`src/rtl/size_class_block_allocator_defines.svh`:
```
// Assertion macros for the size-class block allocator.
// Each macro expects signals named clk and rst in the scope where it is used.
`ifndef SIZE_CLASS_BLOCK_ALLOCATOR_DEFINES_SVH
`define SIZE_CLASS_BLOCK_ALLOCATOR_DEFINES_SVH

// The consequent must hold in the same cycle as the antecedent.
`define SCBA_ASSERT_SAME(label, ante, cons, msg) \
  label: assert property (@(posedge clk) disable iff (rst) (ante) |-> (cons)) \
    else $error(msg);

// The consequent must hold in the cycle after the antecedent.
`define SCBA_ASSERT_NEXT(label, ante, cons, msg) \
  label: assert property (@(posedge clk) disable iff (rst) (ante) |=> (cons)) \
    else $error(msg);

`endif

```
`src/rtl/scba_pkg.sv`:
```
// Shared constants, codes and types for the size-class block allocator.
// No dependencies; used by the allocator top and the head table.
`timescale 1ns / 1ps
`default_nettype none

package scba_pkg;

  localparam int BLOCK_BYTES    = 8;
  localparam int BLOCK_SHIFT    = 3;
  localparam int NUM_CLASSES    = 16;
  localparam int CLASS_W        = 4;
  localparam int CHUNK_BLOCKS   = 256;
  localparam int CHUNK_SHIFT    = 8;
  localparam int ARENA_BLOCKS   = 4096;
  localparam int ADDR_W         = 12;
  localparam int NUM_CHUNKS     = ARENA_BLOCKS / CHUNK_BLOCKS;
  localparam int CHUNK_IDX_W    = ADDR_W - CHUNK_SHIFT;
  localparam int CHUNK_CNT_W    = CHUNK_IDX_W + 1;
  localparam int REM_W          = CHUNK_SHIFT + 1;
  localparam int BLOCKS_W       = CLASS_W + 1;
  localparam int SIZE_W         = 12;
  localparam int MAX_POOL_BYTES = NUM_CLASSES * BLOCK_BYTES;

  // Request commands.
  localparam logic CMD_ALLOC = 1'b0;
  localparam logic CMD_FREE  = 1'b1;

  // Result status codes.
  localparam logic [1:0] ST_ALLOCATED = 2'd0;
  localparam logic [1:0] ST_FREED     = 2'd1;
  localparam logic [1:0] ST_TOO_LARGE = 2'd2;
  localparam logic [1:0] ST_NO_MEMORY = 2'd3;

  // A list link: valid flag and the block index it points at.
  typedef struct packed {
    logic              valid;
    logic [ADDR_W-1:0] addr;
  } link_t;

  localparam int LINK_W = ADDR_W + 1;

  // Write into the table of class heads.
  typedef struct packed {
    logic               en;
    logic [CLASS_W-1:0] idx;
    link_t              entry;
  } head_wr_t;

endpackage

`default_nettype wire

```
`src/rtl/scba_head_table.sv`:
```
// Heads of the per-class free lists, with a valid flag per class cleared by reset.
// Depends on scba_pkg for widths and the link and write types.
`timescale 1ns / 1ps
`default_nettype none

module scba_head_table (
  input  wire logic                        clk,
  input  wire logic                        rst,
  input  wire logic [scba_pkg::CLASS_W-1:0] rd_idx,
  output scba_pkg::link_t                  rd_entry,
  input  wire scba_pkg::head_wr_t          wr
);

  logic                        head_valid [scba_pkg::NUM_CLASSES];
  logic [scba_pkg::ADDR_W-1:0] head_addr  [scba_pkg::NUM_CLASSES];

  always_ff @(posedge clk) begin
    if (rst) begin
      for (int i = 0; i < scba_pkg::NUM_CLASSES; i++) begin
        head_valid[i] <= 1'b0;
      end
    end else if (wr.en) begin
      head_valid[wr.idx] <= wr.entry.valid;
    end
  end

  always_ff @(posedge clk) begin
    if (wr.en) begin
      head_addr[wr.idx] <= wr.entry.addr;
    end
  end

  assign rd_entry.valid = head_valid[rd_idx];
  assign rd_entry.addr  = head_addr[rd_idx];

endmodule

`default_nettype wire

```
`config.mk`:
```
export PLATFORM = sky130hd
export DESIGN_NAME = scba_head_table
export DESIGN_NICKNAME = d
export VERILOG_FILES = /design/src/rtl/size_class_block_allocator_defines.svh /design/src/rtl/scba_pkg.sv /design/src/rtl/scba_head_table.sv
export SDC_FILE = /design/constraint.sdc
export NUM_CORES = 1
export LEC_CHECK = 0
export BUFFER_PORTS_ARGS = -buffer_cell sky130_fd_sc_hd__buf_2
export CAP_MARGIN = 20
export CORE_ASPECT_RATIO = 0.7
export CORE_MARGIN = 2
export CORE_UTILIZATION = 47
export CTS_CLUSTER_SIZE = 30
export DETAILED_ROUTE_END_ITERATION = 6
export MAX_ROUTING_LAYER = met4
export PLACE_DENSITY = 0.66
export SYNTH_ARGS = -nofsm -noshare
export SYNTH_HDL_FRONTEND = slang
export SYNTH_SLANG_ARGS = --single-unit
```
`constraint.sdc`:
```
create_clock -name clk -period 4.2 [get_ports clk]
set_input_delay 0.84 -clock clk [delete_from_list [all_inputs] [get_ports clk]]
set_output_delay 0.84 -clock clk [all_outputs]
set_load 0.02 [all_outputs]
```
==> flow_metrics.tcl, run 1 <==
set metrics [dict create \
    status "complete, no violations" \
    leakagePower_nw 3.09 \
    period_share_pct 79.6 \
    setup_viol 0 \
    cts_tree "done" \
    clock.fmax_mhz 299 \
    dp_cells 648 \
    grt.overflow.total 0 \
    grt_max_degree 53 \
    grtUsageTotal_pct 20.1 \
    synthCells 385 \
    yosysWarnings 0 \
    ant_nets 0 \
    end_kind "output pin" \
    rsz0062_at_grt "false" \
    finalHoldViolCount 0 \
    final_cell_mix "208 x edfxtp_1, 35 x mux4_2, 35 x buf_2" \
    hold_path_class "in2reg" \
    drt_wl_total_um 17400 \
    syn_area_mm2 0.00818 \
    core_area_mm2 0.0171 \
    die_w_um 162 \
    vias_per_cell 5.81 \
    place_area_mm2 0.00870 \
    synth-seq-area-share_pct 76.3 \
    m1WireLength_um 7550 \
    ctsResizeCount 0 \
    drv_slew 0 \
    post-route-util_pct 54.4 \
    hpwl_um 10000 \
    wl_per_cell_um 25.5 \
    cts_made_buffers 20 \
    area_growth_pct 13.7 \
    gp_congestion 0.775 \
    synth_area_per_cell_um2 21.3 \
    initialDrtViolationCount 489 \
    cts_sinks 208 \
    grt_pass1_vias 4044 \
    io_pins 37 \
    vdd_drop_max_mv 0.277 \
    htreeDepth 1 \
    fin_tns_setup_ns 0 \
    post-route-drc-count 0 \
    required_ns 3.36 \
    cts_root_buffer "clkbuf_16" \
    slew_headroom_pct 41.7 \
    firstDrtPassIters 4 \
    final_nets 463 \
    vias 3961 \
    num_rows 40 \
    port_buffers 36 \
    post_cts_buffers 0 \
    cts_buffer_depth 3 \
    top_layer "met4" \
    num-fill-cells 1315 \
    hold_buffers 0 \
    min_from "wr[0]" \
    startpoint "rd_idx[0]" \
    fin_cells 682 \
    final_common_cell "edfxtp_1" \
    syn-num-nets 409 \
    start_util_pct 47.8 \
    drive_gt1_share_pct 27.8 \
    path_class "in2out" \
    wl_met2_um 7670 \
    antenna_found_initial 1 \
    crit_fanout 22 \
    synth.distinct_cells 20 \
    whs_ns 0.729 \
    tightestPinTransition_ns 0.875 \
    crit_arrival_ns 2.50 \
    die_area_mm2 0.0185 \
    dieHeight_um 114 \
    fin_area_mm2 0.00931 \
    p_per_area_mw_per_mm2 460 \
    clk_pin_slew_worst_paths_ns 0.06 \
    critPathLaunchType "input pin" \
    ys_seq_elements 208 \
    grt_pass1_wl_um 25900 \
    fin_crit_ns 3.34 \
    wl_met3_um 1930 \
    max-cap-violations 0 \
]
## area by class of cell
type / instances / area (um2) / area share [%]
timing repair buffer: 54 / 355 / 3.82
clock buffer: 27 / 548 / 5.89
antenna: 1 / 2.50 / 0.0269
multi-input combinational: 151 / 1800 / 19.3
tap: 231 / 289 / 3.11
sequential: 208 / 6250 / 67.1
clock inverter: 6 / 51.3 / 0.551
inverter: 4 / 15.0 / 0.161
## layer usage
metal | vias to the layer above | global-route usage (%)
li1 | 1716 | -
met5 | - | -
met4 | 0 | 3.89
met2 | 170 | 28.3
met1 | 2051 | 30.8
met3 | 24 | 4.17
## path summary, 6_finish.rpt
path | endpoint | slack [ns] | cells past startpoint
worst max-delay path | rd_entry[4] | 0.86 | 6
worst min-delay path | head_addr[14][0] | 0.73 | 1
## per-stage QoR
stage                     power, mW  setup WS, ns
after CTS                      4.32         0.823
final                          4.28         0.857
after global routing           4.42         0.712
after detailed placement       2.65         0.826
after global placement         2.64         0.854
after floorplan                2.54          1.38
## where the power goes
group	internal [mW]	leakage, nW	switching [mW]
clock	0.971	0.293	0.714
sequential	2.33	1.89	0.0102
combinational	0.103	0.909	0.153
## critical path, stage by stage
cell	delay (ns)
buf_4	0.31
buf_12	0.25
mux4_1	0.62
a22oi_1	0.23
nand2_1	0.07
buf_2	0.16
## synthesized netlist by cell type
cell,instances,area [um2]
and2_1,1,6.26
buf_6,4,45.0
or3_1,4,25.0
nand3_1,1,5.00
nor2b_1,2,12.5
nand2_1,14,52.6
nand3b_1,2,15.0
clkbuf_1,14,52.6
edfxtp_1,208,6250
inv_1,4,15.0
nor2_1,17,63.8
mux4_2,35,788
nor3_1,12,60.1
buf_2,2,10.0
or2_2,12,75.1
a22oi_1,26,195
nand2b_1,7,43.8
buf_4,2,15.0
or3b_1,1,8.76
mux4_1,17,447
## registers in the layout, summed over array words and instances (netlist names)
register / count
head_valid: 16
head_addr: 192
## cell families after synthesis
kind of cell | synth area share [%]
AOI/OAI and AO/OA | 2.39
buffers and inverters | 1.68
DFF | 76.3
muxes | 15.1
and+or+nand+nor | 4.50
No activity file was read; power rests on OpenSTA's default activity.
==> run 2: changes to the inputs <==
==> constraint.sdc (replaced) <==
create_clock -name clk -period 3.3 [get_ports clk]
set_input_delay 0.66 -clock clk [delete_from_list [all_inputs] [get_ports clk]]
set_output_delay 0.66 -clock clk [all_outputs]
set_load 0.02 [all_outputs]
==> run 2 against run 1 <==
- via count grew 0.48%
- clock power is 38% higher
- power increased by 32%
- cell count increased by 1.2%
- cell area is 1.2% higher
- global-route usage decreased by 0.24 points
- sequential power increased by 27%
==> flow_metrics.tcl, run 2 (synthesis results as in run 1) <==
set metrics [dict create \
    status "complete, no violations" \
    dieHeight_um 114 \
    port_buffers 36 \
    io_pins 37 \
    path_common_cell "buf_4" \
    drv_slew 0 \
    clk_pin_slew_worst_paths_ns 0.06 \
    slew_headroom_pct 48.0 \
    leakagePower_nw 3.15 \
    post_cts_buffers 0 \
    area_growth_pct 15.0 \
    post-route-drc-count 0 \
    gp_congestion 0.774 \
    setup_viol 0 \
    wl_per_cell_um 24.6 \
    hold_buffers 0 \
    core_area_mm2 0.0171 \
    final_cell_mix "208 x edfxtp_1, 35 x mux4_2, 35 x buf_2" \
    end_kind "output pin" \
    initialDrtViolationCount 292 \
    period_share_pct 89.3 \
    cts_root_buffer "clkbuf_16" \
    cts_made_buffers 20 \
    cts_buffer_depth 3 \
    firstDrtPassIters 5 \
    path_class "in2out" \
    htreeDepth 1 \
    crit_arrival_ns 2.29 \
    reg.largest.list "head_addr (192), head_valid (16)" \
    endpoint "rd_entry[6]" \
    hold_path_class "in2reg" \
    final_common_cell "edfxtp_1" \
    required_ns 2.64 \
    cp_cell_sequence "buf_4, buf_4, mux4_1, a22oi_1, nand2_1, buf_2" \
    slowest_stage "mux4_1" \
    largest_reg_flops 192 \
    vdd_drop_max_mv 0.297 \
    final_nets 468 \
    clock.fmax_mhz 339 \
    path_delay_family "buffers and inverters" \
    finalHoldViolCount 0 \
    grt_pass1_wl_um 25400 \
    antenna_found_initial 1 \
    grt_pass1_vias 4016 \
    ant_nets 0 \
    die_area_mm2 0.0185 \
    post-route-util_pct 55.0 \
    grt_max_degree 53 \
    drt_wl_total_um 17000 \
    num_rows 40 \
    cts_tree "done" \
    grtUsageTotal_pct 19.8 \
    max_stage_delay_ns 0.56 \
    largest-register "head_addr" \
    vias 3980 \
    rsz0062_at_grt "false" \
    die_w_um 162 \
    startpoint "rd_idx[0]" \
    start_util_pct 47.8 \
    grt.overflow.total 0 \
    cts_sinks 208 \
    hpwl_um 9970 \
    whs_ns 0.550 \
    ctsResizeCount 0 \
    fin_tns_setup_ns 0 \
    crit_fanout 14 \
    fin_crit_ns 2.95 \
    crit_cells 6 \
    critPathLaunchType "input pin" \
    tightestPinTransition_ns 0.779 \
    worst-path-buf-inv 3 \
    vias_per_cell 5.77 \
    max-cap-violations 0 \
    p_per_area_mw_per_mm2 599 \
    drive_gt1_share_pct 28.8 \
]
-- run 2: cell types whose count changed in the layout (fill, tap and decap cells not counted), sizes merged --
cell,before,now
inv,4,5
bufinv,1,3
buf,54,59
-- run 2: final cells by class --
class	instances	area (um2)
Clock buffer	27	548
Sequential cell	208	6250
Tap cell	231	289
Fill cell	1342	7700
Inverter	4	15.0
Antenna cell	1	2.50
Clock inverter	9	121
Multi-Input combinational cell	151	1800
Timing Repair Buffer	59	393
-- run 2: metrics by stage --
step                setup slack, ns  power, mW  area, um2  cells
CTS                           0.351       5.69       9410    689
floorplan                     0.839       3.23       8180    385
finish                        0.354       5.64       9410    690
global route                  0.251       5.83       9410    690
global placement              0.381       3.36       8740    653
detailed placement            0.354       3.37       8740    653
-- run 2: worst min-delay path by stage --
| stage | slack [ns] | startpoint | cells after the start | to |
|---|---|---|---|---|
| after floorplan | 0.76 | wr[0] | 0 | head_addr[0][0] |
| after global placement | 1.02 | wr[3] | 1 | head_addr[14][3] |
| after detailed placement | 1.05 | wr[8] | 1 | head_addr[1][8] |
| after CTS | 0.53 | wr[8] | 1 | head_addr[5][8] |
| after global routing | 0.54 | wr[1] | 1 | head_addr[4][1] |
| final | 0.55 | wr[8] | 1 | head_addr[1][8] |
-- run 2: per-layer routing --
| metal | wire [um] | vias to the layer above | track usage, % |
|---|---|---|---|
| li1 | - | 1729 | - |
| met3 | 1260 | 23 | 4.06 |
| met2 | 7710 | 148 | 29.7 |
| met5 | 0 | - | - |
| met1 | 7700 | 2080 | 29.0 |
| met4 | 280 | 0 | 3.89 |
-- run 2: power by group --
group          leakage, nW  switching, mW  internal (mW)
combinational        0.935          0.192          0.134
sequential            1.89         0.0128           2.97
clock                0.325          0.923           1.41
total                 3.15           1.13           4.51
